$ cat config.mk
export PLATFORM = sky130hd
export DESIGN_NAME = telnet_line_assembler
export DESIGN_NICKNAME = d
export VERILOG_FILES = /design/src/hdl/tla_pkg.sv /design/src/hdl/telnet_line_assembler.sv /design/src/hdl/tla_front.sv /design/src/hdl/tla_queue.sv /design/src/hdl/tla_back.sv
export SDC_FILE = /design/constraint.sdc
export NUM_CORES = 1
export LEC_CHECK = 0
export BUFFER_PORTS_ARGS = -buffer_cell sky130_fd_sc_hd__buf_2
export CAP_MARGIN = 40
export CORE_ASPECT_RATIO = 1.75
export CORE_MARGIN = 2
export CORE_UTILIZATION = 50
export DETAILED_ROUTE_END_ITERATION = 10
export MAX_ROUTING_LAYER = met4
export PLACE_DENSITY = 0.65
export SYNTH_ARGS = -nofsm -noshare
export SYNTH_HDL_FRONTEND = slang
export SYNTH_SLANG_ARGS = --single-unit
$ cat constraint.sdc
create_clock -name clock -period 4.25 [get_ports clock]
set_input_delay 0.6375 -clock clock [delete_from_list [all_inputs] [get_ports clock]]
set_output_delay 0.6375 -clock clock [all_outputs]
set_load 0.01 [all_outputs]
$ cat src/hdl/tla_pkg.sv
// Shared types and constants for the telnet line assembler.
// No dependencies; imported by every module of the block.
`default_nettype none
package tla_pkg;

   localparam int LINE_CHARS_DEF = 62;
   // Line length and position width, sized for the largest supported line.
   localparam int POS_W = 6;
   localparam int QUEUE_DEPTH = 4;
   localparam logic [7:0] REPEAT_LIMIT_RST = 8'd20;

   localparam logic [7:0] BYTE_IAC  = 8'd255;
   localparam logic [7:0] BYTE_DONT = 8'd254;
   localparam logic [7:0] BYTE_DO   = 8'd253;
   localparam logic [7:0] BYTE_WILL = 8'd251;
   localparam logic [7:0] OPT_COMPRESS = 8'd86;
   localparam logic [7:0] BYTE_BS = 8'h08;
   localparam logic [7:0] BYTE_CR = 8'h0D;
   localparam logic [7:0] BYTE_LF = 8'h0A;
   localparam logic [7:0] BYTE_PRINT_LO = 8'h20;
   localparam logic [7:0] BYTE_PRINT_HI = 8'h7E;
   localparam logic [6:0] CHAR_SPACE = 7'h20;
   localparam logic [6:0] CHAR_BANG  = 7'h21;

   localparam logic [1:0] KIND_CHAR   = 2'd0;
   localparam logic [1:0] KIND_ZSTART = 2'd1;
   localparam logic [1:0] KIND_ZEND   = 2'd2;

   typedef enum logic [1:0] {
      OP_WRITE,
      OP_FINISH,
      OP_EVENT
   } op_kind_type;

   typedef struct packed {
      op_kind_type      kind;
      logic [POS_W-1:0] pos;
      logic [6:0]       data;
      logic             cut;
   } op_type;

endpackage
`default_nettype wire

$ cat src/hdl/telnet_line_assembler.sv
// Bytes are taken while the op queue has room; the queue decouples the front end
// from the line engine. At line end the engine compares the line with the last
// one when the lengths match, then emits it, each character via a registered
// memory read. Results leave through the queue and the output register, line
// characters also through the B_DECIDE, B_EMIT_RD and B_EMIT_OUT states.
// Synchronous active-high reset clears control state; line memories need none.
// Top level: joins tla_front, tla_queue and tla_back; depends on tla_pkg.
`default_nettype none
module telnet_line_assembler #(
   parameter int LINE_CHARS = tla_pkg::LINE_CHARS_DEF
) (
   input  wire logic         clock,
   input  wire logic         reset,
   input  wire logic         csr_we,
   input  wire logic [7:0]   csr_wdata,
   input  wire logic         req_valid,
   output logic              req_ready,
   input  wire logic [7:0]   req_rx_byte,
   output logic              rsp_valid,
   input  wire logic         rsp_ready,
   output logic [1:0]        rsp_kind,
   output logic [6:0]        rsp_text_char,
   output logic              rsp_last_of_line,
   output logic              rsp_too_long,
   output logic              rsp_repeat_warning
);
   import tla_pkg::*;

   op_type push_op, head_op;
   logic   push, full, pop, head_valid;

   tla_front #(.LINE_CHARS(LINE_CHARS)) u_front (
      .clock, .reset, .req_valid, .req_ready, .req_rx_byte,
      .q_full(full), .q_push(push), .q_op(push_op)
   );

   tla_queue u_queue (
      .clock, .reset, .push, .push_op, .full, .pop, .head_valid, .head_op
   );

   tla_back #(.LINE_CHARS(LINE_CHARS)) u_back (
      .clock, .reset, .csr_we, .csr_wdata,
      .q_valid(head_valid), .q_op(head_op), .q_pop(pop),
      .rsp_valid, .rsp_ready, .rsp_kind, .rsp_text_char,
      .rsp_last_of_line, .rsp_too_long, .rsp_repeat_warning
   );

endmodule
`default_nettype wire

$ cat src/hdl/tla_front.sv
// Front end: telnet IAC filter and line length tracking; emits line ops.
// Depends on tla_pkg.
`default_nettype none
module tla_front #(
   parameter int LINE_CHARS = tla_pkg::LINE_CHARS_DEF
) (
   input  wire logic            clock,
   input  wire logic            reset,
   input  wire logic            req_valid,
   output logic                 req_ready,
   input  wire logic [7:0]      req_rx_byte,
   input  wire logic            q_full,
   output logic                 q_push,
   output tla_pkg::op_type      q_op
);
   import tla_pkg::*;

   typedef enum logic [1:0] {PH_IDLE, PH_IAC, PH_VERB} phase_type;
   typedef enum logic [1:0] {VERB_NONE, VERB_DO, VERB_DONT, VERB_WILL} verb_type;

   logic [POS_W-1:0] len_ff, len_in;
   phase_type        phase_ff, phase_in;
   verb_type         verb_ff, verb_in;
   logic             disc_ff, disc_in;
   logic             aft_ff, aft_in;
   logic             accept, term;

   assign req_ready = !q_full;
   assign accept    = req_valid && !q_full;
   assign term      = (req_rx_byte == BYTE_CR) || (req_rx_byte == BYTE_LF);

   always_comb begin
      len_in   = len_ff;
      phase_in = phase_ff;
      verb_in  = verb_ff;
      disc_in  = disc_ff;
      aft_in   = aft_ff;
      q_push   = 1'b0;
      q_op.kind = OP_WRITE;
      q_op.pos  = len_ff;
      q_op.data = req_rx_byte[6:0];
      q_op.cut  = 1'b0;
      if (accept) begin
         if (disc_ff) begin
            if (term) begin
               disc_in = 1'b0;
               aft_in  = 1'b1;
            end
         end else if (term) begin
            if (!aft_ff) begin
               aft_in    = 1'b1;
               q_push    = 1'b1;
               q_op.kind = OP_FINISH;
               len_in    = '0;
               phase_in  = PH_IDLE;
               verb_in   = VERB_NONE;
            end
         end else begin
            aft_in = 1'b0;
            if (len_ff >= POS_W'(LINE_CHARS)) begin
               // cut the line, drop through the next terminator
               disc_in   = 1'b1;
               q_push    = 1'b1;
               q_op.kind = OP_FINISH;
               q_op.cut  = 1'b1;
               len_in    = '0;
               phase_in  = PH_IDLE;
               verb_in   = VERB_NONE;
            end else if (req_rx_byte == BYTE_IAC) begin
               phase_in = PH_IAC;
            end else if (phase_ff == PH_IAC && (req_rx_byte == BYTE_DO ||
                         req_rx_byte == BYTE_DONT || req_rx_byte == BYTE_WILL)) begin
               phase_in = PH_VERB;
               verb_in  = (req_rx_byte == BYTE_DO) ? VERB_DO :
                          (req_rx_byte == BYTE_DONT) ? VERB_DONT : VERB_WILL;
            end else if (phase_ff == PH_VERB) begin
               phase_in = PH_IDLE;
               verb_in  = VERB_NONE;
               if (req_rx_byte == OPT_COMPRESS &&
                   (verb_ff == VERB_DO || verb_ff == VERB_DONT)) begin
                  q_push    = 1'b1;
                  q_op.kind = OP_EVENT;
                  q_op.data = {5'd0, (verb_ff == VERB_DO) ? KIND_ZSTART : KIND_ZEND};
               end
            end else if (req_rx_byte == BYTE_BS && len_ff != '0) begin
               len_in = len_ff - 1'b1;
            end else if (req_rx_byte >= BYTE_PRINT_LO && req_rx_byte <= BYTE_PRINT_HI) begin
               q_push = 1'b1;
               len_in = len_ff + 1'b1;
            end
         end
      end
   end

   always_ff @(posedge clock) begin
      if (reset) begin
         len_ff   <= '0;
         phase_ff <= PH_IDLE;
         verb_ff  <= VERB_NONE;
         disc_ff  <= 1'b0;
         aft_ff   <= 1'b0;
      end else begin
         len_ff   <= len_in;
         phase_ff <= phase_in;
         verb_ff  <= verb_in;
         disc_ff  <= disc_in;
         aft_ff   <= aft_in;
      end
   end

endmodule
`default_nettype wire

$ cat src/hdl/tla_queue.sv
// Small op queue between the front end and the line engine.
// Depends on tla_pkg.
`default_nettype none
module tla_queue (
   input  wire logic         clock,
   input  wire logic         reset,
   input  wire logic         push,
   input  tla_pkg::op_type   push_op,
   output logic              full,
   input  wire logic         pop,
   output logic              head_valid,
   output tla_pkg::op_type   head_op
);
   import tla_pkg::*;

   localparam int PTR_W = $clog2(QUEUE_DEPTH);

   op_type             entry_ff [QUEUE_DEPTH];
   logic [PTR_W-1:0]   wr_ptr_ff, rd_ptr_ff;
   logic [PTR_W:0]     count_ff;

   assign full       = (count_ff == (PTR_W+1)'(QUEUE_DEPTH));
   assign head_valid = (count_ff != '0);
   assign head_op    = entry_ff[rd_ptr_ff];

   always_ff @(posedge clock) begin
      if (push) begin
         entry_ff[wr_ptr_ff] <= push_op;
      end
   end

   always_ff @(posedge clock) begin
      if (reset) begin
         wr_ptr_ff <= '0;
         rd_ptr_ff <= '0;
         count_ff  <= '0;
      end else begin
         if (push) wr_ptr_ff <= wr_ptr_ff + 1'b1;
         if (pop)  rd_ptr_ff <= rd_ptr_ff + 1'b1;
         count_ff <= count_ff + (PTR_W+1)'(push) - (PTR_W+1)'(pop);
      end
   end

endmodule
`default_nettype wire

$ cat src/hdl/tla_back.sv
// Line engine: line and history memories, repeat check, line emission.
// Depends on tla_pkg.
`default_nettype none
module tla_back #(
   parameter int LINE_CHARS = tla_pkg::LINE_CHARS_DEF
) (
   input  wire logic         clock,
   input  wire logic         reset,
   input  wire logic         csr_we,
   input  wire logic [7:0]   csr_wdata,
   input  wire logic         q_valid,
   input  tla_pkg::op_type   q_op,
   output logic              q_pop,
   output logic              rsp_valid,
   input  wire logic         rsp_ready,
   output logic [1:0]        rsp_kind,
   output logic [6:0]        rsp_text_char,
   output logic              rsp_last_of_line,
   output logic              rsp_too_long,
   output logic              rsp_repeat_warning
);
   import tla_pkg::*;

   localparam int IDX_W = $clog2(LINE_CHARS);

   typedef enum logic [2:0] {
      B_IDLE, B_CMP_RD, B_CMP_CHK, B_DECIDE, B_EMIT_RD, B_EMIT_OUT
   } state_type;

   logic [6:0] line_mem [LINE_CHARS];
   logic [6:0] prev_mem [LINE_CHARS];
   logic [6:0] line_q_ff, prev_q_ff;
   logic             st_we, pv_we;
   logic [IDX_W-1:0] st_waddr, rd_addr;
   logic [6:0]       st_wdata, pv_wdata;

   state_type        state_ff, state_in;
   logic [POS_W-1:0] idx_ff, idx_in, len_ff, len_in, emit_len_ff, emit_len_in;
   logic [POS_W-1:0] prev_len_ff, prev_len_in;
   logic             cut_ff, cut_in, bang_ff, bang_in, counted_ff, counted_in;
   logic             same_ff, same_in, warn_ff, warn_in, from_prev_ff, from_prev_in;
   logic [6:0]       first_ff, first_in;
   logic [7:0]       rcount_ff, rcount_in, limit_ff, limit_in;
   logic             rv_ff, rv_in, last_ff, last_in, tl_ff, tl_in, rw_ff, rw_in;
   logic [1:0]       kind_ff, kind_in;
   logic [6:0]       ch_ff, ch_in;

   logic             out_free, is_last;
   logic [POS_W-1:0] eff_len;
   logic [6:0]       eff_first, emit_ch;
   logic [7:0]       rc_next;

   assign rd_addr  = idx_ff[IDX_W-1:0];
   assign out_free = !rv_ff || rsp_ready;
   assign eff_len  = (q_op.pos == '0) ? POS_W'(1) : q_op.pos;
   assign eff_first = (q_op.pos == '0) ? CHAR_SPACE : first_ff;
   assign emit_ch  = from_prev_ff ? prev_q_ff : line_q_ff;
   assign is_last  = (idx_ff + 1'b1 == emit_len_ff);
   assign rc_next  = (rcount_ff == 8'd255) ? rcount_ff : rcount_ff + 8'd1;

   assign rsp_valid          = rv_ff;
   assign rsp_kind           = kind_ff;
   assign rsp_text_char      = ch_ff;
   assign rsp_last_of_line   = last_ff;
   assign rsp_too_long       = tl_ff;
   assign rsp_repeat_warning = rw_ff;

   always_comb begin
      state_in = state_ff;   idx_in = idx_ff;        len_in = len_ff;
      emit_len_in = emit_len_ff;  prev_len_in = prev_len_ff;
      cut_in = cut_ff;  bang_in = bang_ff;  counted_in = counted_ff;
      same_in = same_ff;  warn_in = warn_ff;  from_prev_in = from_prev_ff;
      first_in = first_ff;  rcount_in = rcount_ff;
      limit_in = csr_we ? csr_wdata : limit_ff;
      rv_in = rv_ff;  last_in = last_ff;  tl_in = tl_ff;  rw_in = rw_ff;
      kind_in = kind_ff;  ch_in = ch_ff;
      q_pop = 1'b0;
      st_we = 1'b0;  st_waddr = q_op.pos[IDX_W-1:0];  st_wdata = q_op.data;
      pv_we = 1'b0;  pv_wdata = emit_ch;
      if (rv_ff && rsp_ready) rv_in = 1'b0;
      case (state_ff)
         B_IDLE: begin
            if (q_valid) begin
               case (q_op.kind)
                  OP_WRITE: begin
                     q_pop = 1'b1;
                     st_we = 1'b1;
                     if (q_op.pos == '0) first_in = q_op.data;
                  end
                  OP_EVENT: begin
                     if (out_free) begin
                        q_pop = 1'b1;
                        rv_in = 1'b1;  kind_in = q_op.data[1:0];  ch_in = '0;
                        last_in = 1'b0;  tl_in = 1'b0;  rw_in = 1'b0;
                     end
                  end
                  OP_FINISH: begin
                     q_pop  = 1'b1;
                     cut_in = q_op.cut;
                     len_in = eff_len;
                     idx_in = '0;
                     same_in = 1'b0;
                     bang_in = (eff_first == CHAR_BANG);
                     counted_in = (eff_len > POS_W'(1)) || (eff_first == CHAR_BANG);
                     if (q_op.pos == '0) begin
                        // empty line becomes a single space
                        st_we = 1'b1;  st_waddr = '0;  st_wdata = CHAR_SPACE;
                        first_in = CHAR_SPACE;
                     end
                     if (eff_len > POS_W'(1) && eff_first != CHAR_BANG &&
                         eff_len == prev_len_ff) begin
                        state_in = B_CMP_RD;
                     end else begin
                        state_in = B_DECIDE;
                     end
                  end
                  default: q_pop = 1'b1;
               endcase
            end
         end
         B_CMP_RD: state_in = B_CMP_CHK;
         B_CMP_CHK: begin
            if (line_q_ff != prev_q_ff) begin
               state_in = B_DECIDE;
            end else if (idx_ff + 1'b1 == len_ff) begin
               same_in  = 1'b1;
               state_in = B_DECIDE;
            end else begin
               idx_in   = idx_ff + 1'b1;
               state_in = B_CMP_RD;
            end
         end
         B_DECIDE: begin
            warn_in = 1'b0;
            idx_in  = '0;
            if (counted_ff) begin
               if (!bang_ff && !same_ff) begin
                  rcount_in = '0;
               end else begin
                  rcount_in = rc_next;
                  warn_in   = (rc_next >= limit_ff);
               end
            end
            if (bang_ff) begin
               from_prev_in = 1'b1;
               emit_len_in  = prev_len_ff;
               state_in     = (prev_len_ff == '0) ? B_IDLE : B_EMIT_RD;
            end else begin
               from_prev_in = 1'b0;
               emit_len_in  = len_ff;
               prev_len_in  = len_ff;
               state_in     = B_EMIT_RD;
            end
         end
         B_EMIT_RD: state_in = B_EMIT_OUT;
         B_EMIT_OUT: begin
            if (out_free) begin
               rv_in = 1'b1;  kind_in = KIND_CHAR;  ch_in = emit_ch;
               last_in = is_last;  tl_in = cut_ff;  rw_in = warn_ff;
               // copy the new line into history as it goes out
               pv_we = !from_prev_ff;
               if (is_last) begin
                  state_in = B_IDLE;
               end else begin
                  idx_in   = idx_ff + 1'b1;
                  state_in = B_EMIT_RD;
               end
            end
         end
         default: state_in = B_IDLE;
      endcase
   end

   always_ff @(posedge clock) begin
      if (st_we) line_mem[st_waddr] <= st_wdata;
      line_q_ff <= line_mem[rd_addr];
   end

   always_ff @(posedge clock) begin
      if (pv_we) prev_mem[rd_addr] <= pv_wdata;
      prev_q_ff <= prev_mem[rd_addr];
   end

   always_ff @(posedge clock) begin
      if (reset) begin
         state_ff <= B_IDLE;
         prev_len_ff <= '0;
         rcount_ff <= '0;
         limit_ff <= REPEAT_LIMIT_RST;
         rv_ff <= 1'b0;
      end else begin
         state_ff <= state_in;
         prev_len_ff <= prev_len_in;
         rcount_ff <= rcount_in;
         limit_ff <= limit_in;
         rv_ff <= rv_in;
      end
      idx_ff <= idx_in;  len_ff <= len_in;  emit_len_ff <= emit_len_in;
      cut_ff <= cut_in;  bang_ff <= bang_in;  counted_ff <= counted_in;
      same_ff <= same_in;  warn_ff <= warn_in;  from_prev_ff <= from_prev_in;
      first_ff <= first_in;
      last_ff <= last_in;  tl_ff <= tl_in;  rw_ff <= rw_in;
      kind_ff <= kind_in;  ch_ff <= ch_in;
   end

endmodule
`default_nettype wire

==> summary.txt, run 1 <==
Global routing
  • Largest net degree at the start of global routing: 81
  • First-pass GRT wire length: ~170000 um
  • Initial antenna violation count: 1
  • Vias in the first global route: between 20000 and 25000
  • Total GRT Usage: 27.9%
  • Total grt overflow: 0

Placed design
  • Hpwl dp: around 78000 um
  • Placed cells: around 3700
  • Place WS: between 0.6 and 0.7 ns
  • Dpl cell area: ~0.044 sq mm
  • GP Congestion: 0.932
  • PortBufs: 34

Clock tree
  • # resized after CTS: 0
  • TritonCTS clock tree: yes
  • Clk root buf: clkbuf_16
  • Setup Fix Bufs, Post-CTS: 0
  • Clock transition at the registers of the reported paths: ~0.06 ns
  • Post-CTS Hold Buffers: 0
  • CTS HTree Levels: 3
  • Clock Sinks: approximately 1000
  • Clock buffer depth: 3
  • Total CTS buffers: 88
  • Worst-skew pair later-pin latency: roughly 0.70 ns

Worst hold path
  • Hold worst-path end: u_back.limit_ff[4]$_SDFFE_PP1P_
  • Worst min-delay path class: input pin to register
  • Worst hold start: csr_wdata[4]
  • Hold path depth: 3

Logic synthesis
  • Post-synth EDFFs: 975
  • Syn Std Cell Area: around 0.042 sq mm
  • Ys async rst share: 0%
  • Leading area contributor after synthesis: edfxtp_1
  • Post-synthesis cell count: 2533
  • Unique masters post-synth: 74
  • Top cells by area in the synthesized netlist: edfxtp_1 71%, mux4_2 4.8%, dfxtp_1 2.9%
  • Syn_nets: approximately 2600
  • Synthesized flop and latch total: between 1000 and 1500
  • Most used DFF post-synth: edfxtp_1
  • Sequential area share after synthesis: ~73%
  • Post-synth top area share: a little over two thirds
  • Mean Syn Cell Area: approximately 16 sq um
  • Ys Warns: 0

Run status
  • Status: completed

Setup path
  • Max stage delay on crit path: ~0.63 ns
  • Startpoint types: register
  • CP max stage cell: mux4_2
  • FF-to-FF setup slack: ~0.65 ns
  • Worst r2r dst: u_back.line_mem[40][2]$_DFFE_PP_
  • Worst Path Buf+Inv: 1
  • CP Class: register to register
  • Delay-heaviest family, CP: simple AND/OR/NAND/NOR gates
  • Cell mode on critical path: or3_4
  • Arrival @ worst endpoint: a little under 4 ns
  • CP cell instances: mux4_2 -> or3_4 -> or3_4 -> or2_1 -> nand2b_1 -> and2_2 -> buf_4
  • CP Capture Type: register
  • Register-to-Register Path Depth: 7
  • Data required time of the critical path: ~4.6 ns
  • Crit-path max FO: 62

Die
  • # IOs: 35
  • Standard-cell rows: between 100 and 150
  • Chip height: around 390 um
  • Core box area: ~0.082 sq mm
  • Die width: around 220 um
  • Initial cell density of the core: between 50% and 60%
  • DIE AREA: 0.0854 sq mm

Timing
  • F_max: 277 MHz
  • Relative slew slack: about 31%
  • Tmin final: 3.60 ns
  • Crit share post-route: about 85%
  • Worst-margin pin slew: 1.03 ns
  • Clock Skews: between 0.03 and 0.04 ns
  • Setup violations, final: 0
  • Worst setup margin: roughly 0.65 ns
  • Fin. Hold Viols: 0
  • Unrepaired setup endpoints after global routing: false
  • Setup TNS: 0 ns
  • Max Slew Vio Count: 0

Route
  • WL final: 115000 um
  • DR WL/cell: between 30 and 40 um
  • Post-DR vias/cell: about 6.3
  • Final ANT Viol Nets: 0
  • Iter 0 DRT Violations: approximately 2200
  • Vias: between 20000 and 25000
  • Remaining DRCs: 0
  • Pre-Repair DR Iteration Count: 6

Power
  • Power Density: about 690 mW/mm^2
  • Leak Pwr: ~16 nW
  • Power, Total: approximately 33 mW
  • Worst vdd ir: roughly 0.42 mV

Final layout
  • Number of diodes: 0
  • Area delta synth->final: 14.0%
  • Fin area: 0.0473 sq mm
  • Layout cell share with drive strength beyond 1: roughly 21%
  • Final nets: between 2000 and 3000
  • Fin cells: between 3000 and 4000
  • Fill count: between 6000 and 7000

Flow run
  • Max-cap viol count: 0
==> worst register-to-register path: cells and delay by family (launching register included) <==
kind,cells,cell delay (ns)
mux,1,0.63
simple gates,5,1.79
buf+inv,1,0.34
flops,1,0.44
==> cell type report <==
class                           instances  area [sq um]  area share [%]
Multi-Input combinational cell       1320         10300            21.8
Timing Repair Buffer                  227          1960            4.13
Tap cell                             1057          1320            2.80
Clock inverter                         60           797            1.69
Inverter                               23          86.3           0.183
Sequential cell                      1036         30500            64.5
Clock buffer                          102          2330            4.92
==> cells in the mapped netlist, types with 46 or more instances <==
library cell / count
mux2i_1: 95
nor2_1: 256
o21ai_0: 68
a21oi_1: 80
clkbuf_1: 95
edfxtp_1: 975
mux2_2: 87
a22oi_1: 46
a221oi_1: 115
dfxtp_1: 61
nand2_1: 98
mux4_2: 88
==> per-layer routing <==
metal | vias to the layer above | wire (um) | GRT usage (%)
li1 | 10400 | - | -
met1 | 12400 | 37900 | 28.2
met2 | 1126 | 62000 | 50.5
met3 | 339 | 6600 | 3.82
met4 | 0 | 8580 | 18.0
met5 | - | 0 | -
==> worst max-delay path by stage <==
stage	startpoint	end	slack, ns	depth (start not counted)
3_5_place_dp	register	u_back.line_mem[60][2]$_DFFE_PP_	0.69	7
4_1_cts	register	u_back.line_mem[40][2]$_DFFE_PP_	0.67	7
3_3_place_gp	register	u_back.line_mem[60][3]$_DFFE_PP_	0.68	6
6_report	register	u_back.line_mem[40][2]$_DFFE_PP_	0.65	7
5_1_grt	register	u_back.line_mem[44][2]$_DFFE_PP_	0.44	7
2_1_floorplan	register	u_back.line_mem[0][5]$_DFFE_PP_	0.68	9
==> sequential cells by signal (all words and copies together) (netlist names), 3 cells and up, named ones only <==
signal                flops
u_back.line_mem         434
u_back.prev_mem         434
u_queue.entry_ff         64
u_back.limit_ff           8
u_back.rcount_ff          8
u_back.first_ff           7
u_back.line_q_ff          7
u_back.prev_q_ff          7
u_back.rsp_text_char      7
u_back.emit_len_ff        6
u_back.idx_ff             6
u_back.len_ff             6
u_back.prev_len_ff        6
u_front.len_ff            6
u_back.state_ff           3
u_queue.count_ff          3
==> per-stage QoR <==
| step | util (%) | hold WS (ns) |
|---|---|---|
| 2_1_floorplan | - | 0.424 |
| 3_3_place_gp | 53.5 | 0.443 |
| 3_5_place_dp | 53.8 | 0.453 |
| 4_1_cts | 57.6 | 0.138 |
| 5_1_grt | 57.6 | 0.184 |
| 6_report | 57.6 | 0.171 |
==> kinds of logic after synthesis <==
| kind of cell | synth area share [%] |
|---|---|
| adder cells (fa/ha/maj) | 0.730 |
| XOR/XNOR | 0.920 |
| buffers and inverters | 1.76 |
| AND/OR/NAND/NOR | 5.99 |
| flip-flops | 73.5 |
| multiplexers | 9.43 |
| AO/OA/AOI/OAI | 7.68 |
==> where the power goes <==
| group | leakage (nW) | switching, mW | internal, mW | total, mW |
|---|---|---|---|---|
| clock | 1.52 | 3.73 | 5.01 | 8.74 |
| combinational | 4.79 | 7.23 | 3.65 | 10.9 |
| sequential | 9.30 | 0.351 | 12.7 | 13.1 |
==> cell usage in the layout, fill, tap and decap left out, types with 16 or more instances in the layout <==
cell and instances:
xnor2_1 22, dfxtp_1 61, a21oi_1 80, edfxtp_1 975
nor3_1 28, and2_1 27, buf_2 34, buf_4 168
nor2_1 253, nand3_1 22, bufinv_16 17, mux4_2 88
mux2i_1 95, a221oi_1 115, ha_1 21, o221ai_1 16
inv_1 21, nand2_1 98, o21ai_0 68, xor2_1 19
clkinv_2 16, clkbuf_16 91, a22oi_1 46, mux2_2 87
buf_12 18, o22ai_1 41
No activity file was read; power rests on OpenSTA's default activity.
==> run 2, diff against run 1 <==
--- a/config.mk
+++ b/config.mk
@@ -12,7 +12,7 @@
 export CORE_UTILIZATION = 50
 export DETAILED_ROUTE_END_ITERATION = 10
 export MAX_ROUTING_LAYER = met4
-export PLACE_DENSITY = 0.65
+export PLACE_DENSITY = 0.68
 export SYNTH_ARGS = -nofsm -noshare
 export SYNTH_HDL_FRONTEND = slang
 export SYNTH_SLANG_ARGS = --single-unit
==> constraint.sdc (replaced) <==
create_clock -name clock -period 3.3 [get_ports clock]
set_input_delay 0.495 -clock clock [delete_from_list [all_inputs] [get_ports clock]]
set_output_delay 0.495 -clock clock [all_outputs]
set_load 0.01 [all_outputs]
==> run 2 against run 1 <==
Against the previous run:
- die area is the same
- sequential cell count is the same
- worst hold slack lost 0.12 ns
- final area grew 1.1%
==> summary.txt, run 2 (synthesized netlist as in run 1, its figures left out) <==
Power
  • Sequential share of power: between 30% and 40%
  • Combinational Power Share: between 30 and 40%
  • Power Density: around 880 mW/mm^2
  • Switching pwr: ~14 mW
  • Cell internal pwr: around 28 mW
  • Leak Pwr: around 16 nW
  • Worst vdd ir: between 0.4 and 0.5 mV
  • Switching portion of total power: approximately a third
  • Clock share of power: 25.9%

Clock tree
  • Total CTS buffers: 87
  • TritonCTS clock tree: yes
  • Worst-skew pair later-pin latency: ~0.68 ns
  • Post-CTS Hold Buffers: 0
  • CTS HTree Levels: 3
  • Clk root buf: clkbuf_16
  • Clock transition at the registers of the reported paths: 0.06 ns
  • Clock Sinks: 1036
  • Clock buffer depth: 3

Final layout
  • Fin area: around 0.048 sq mm
  • Commonest non-fill, non-tap cells in the layout: 975 x edfxtp_1, 253 x nor2_1, 245 x buf_4
  • Top Registers: u_back.line_mem (434), u_back.prev_mem (434), u_queue.entry_ff (64)
  • Final nets: around 2800
  • Multi-input logic area: approximately 0.010 sq mm
  • Layout cell share with drive strength beyond 1: ~23%
  • Register area: between 0.03 and 0.04 sq mm
  • Area delta synth->final: 15.2%
  • Fill count: just over 6000
  • Commonest non-fill, non-tap cell in the layout: edfxtp_1

Timing
  • Relative slew slack: ~34%
  • Tmin final: about 3.1 ns
  • F_max: about 320 MHz
  • Clock Skews: approximately 0.027 ns
  • Worst-margin pin slew: about 0.99 ns
  • Setup violations, final: 0
  • Setup TNS: 0 ns
  • Max Slew Vio Count: 0
  • Fin. Hold Viols: 0
  • Unrepaired setup endpoints after global routing: false
  • Crit share post-route: 94.6%

Route
  • Final ANT Viol Nets: 0
  • Remaining DRCs: 0
  • Post-DR vias/cell: 6.33
  • Vias: 24700
  • WL final: around 110000 um
  • Iter 0 DRT Violations: approximately 2400
  • Pre-Repair DR Iteration Count: 5
  • DR WL/cell: between 20 and 30 um

Global routing
  • Vias in the first global route: approximately 25000
  • Total GRT Usage: between 20 and 30%
  • First-pass GRT wire length: roughly 170000 um
  • Initial antenna violation count: 0
  • Total grt overflow: 0
  • Largest net degree at the start of global routing: 64

Placed design
  • GP Congestion: 0.937
  • Hpwl dp: 77100 um
  • Dpl cell area: between 0.04 and 0.05 sq mm
  • PortBufs: 34

Setup path
  • CP Capture Type: register
  • Register-to-Register Path Depth: 8
  • CP Class: register to register
  • Data required time of the critical path: roughly 3.7 ns
  • Arrival @ worst endpoint: ~3.5 ns
  • Crit-path max FO: 34
  • Startpoint types: register

Worst hold path
  • Worst min-delay path class: input pin to register
  • Hold path depth: 3

Run status
  • Status: completed

Die
  • Initial cell density of the core: 50.6%
  • Core box area: approximately 0.08 sq mm
  • # IOs: 35
  • Standard-cell rows: approximately 140
  • Chip height: about 390 um
  • DIE AREA: between 0.08 and 0.09 sq mm
  • Die width: about 220 um

Flow run
  • Max-cap viol count: 0
==> run 2: cell count changes in the layout (fill, tap and decap cells not counted), sizes merged <==
| cell | before | now |
|---|---|---|
| diode | 0 | 1 |
| clkinv | 31 | 34 |
| clkbuf | 102 | 106 |
| clkdlybuf4s15 | 0 | 1 |
| buf | 227 | 308 |
| inv | 30 | 23 |
| bufinv | 17 | 13 |
==> run 2: layer usage <==
layer / GRT usage, % / vias up / share of wire [%]
met5: - / - / 0
met2: 48.8 / 1271 / 53
met3: 3.87 / 375 / 6.5
met4: 19.5 / 0 / 8.1
met1: 28.1 / 12500 / 33
li1: - / 10500 / -
==> run 2: layout make-up <==
| type | instances | area share, % |
|---|---|---|
| sequential | 1036 | 63.8 |
| multi-input combinational | 1320 | 21.6 |
| timing repair buffer | 309 | 5.40 |
| clock buffer | 106 | 5.03 |
| tap | 1057 | 2.77 |
| clock inverter | 52 | 1.26 |
| inverter | 23 | 0.181 |
| antenna | 1 | 0.00523 |
==> run 2: path summary, 6_finish.rpt <==
path	startpoint	to	slack [ns]
worst max-delay path	register	u_back.line_mem[34][2]$_DFFE_PP_	0.18
worst min-delay path	csr_wdata[3]	u_back.limit_ff[3]$_SDFFE_PP0P_	0.05
worst max register to register	register	u_back.line_mem[34][2]$_DFFE_PP_	0.18
worst min register to register	u_front.verb_ff[1]$_SDFFE_PP0P_	u_front.verb_ff[1]$_SDFFE_PP0P_	0.46
==> run 2: power groups by stage <==
stage | Combinational (mW) | Sequential [mW] | Clock, mW
6_report | 14.5 | 16.6 | 10.9
2_1_floorplan | 7.99 | 16.8 | 0
3_3_place_gp | 13.9 | 16.9 | 0
5_1_grt | 15.1 | 16.7 | 11.5
3_5_place_dp | 14.3 | 16.9 | 0
4_1_cts | 14.3 | 16.6 | 11.0
==> run 2: repair_timing <==
item | CTS | global route
setup buffers | 0 | 0
gates resized for setup | 0 | 3
setup endpoints to repair | 0 | 38
==> run 2: critical path, stage by stage, from the launching register on <==
cell      delay, ns
dfxtp_1        0.35
buf_12         0.18
mux4_2         0.53
or3_4          0.40
or3_4          0.37
or2_1          0.23
nand2b_1       0.24
and2_2         0.25
buf_4          0.24
==> run 2: metrics by stage <==
stage               total power [mW]  hold slack [ns]  instances  util (%)  setup slack (ns)
floorplan                       24.8            0.424       2533         -             0.158
global placement                30.8            0.447       3740      54.5            0.0361
detailed placement              31.2            0.453       3744      54.6            0.0862
CTS                             41.9           0.0214       3902      58.2             0.120
global route                    43.2           0.0548       3903      58.2            0.0296
finish                          42.0           0.0503       3904      58.3             0.177
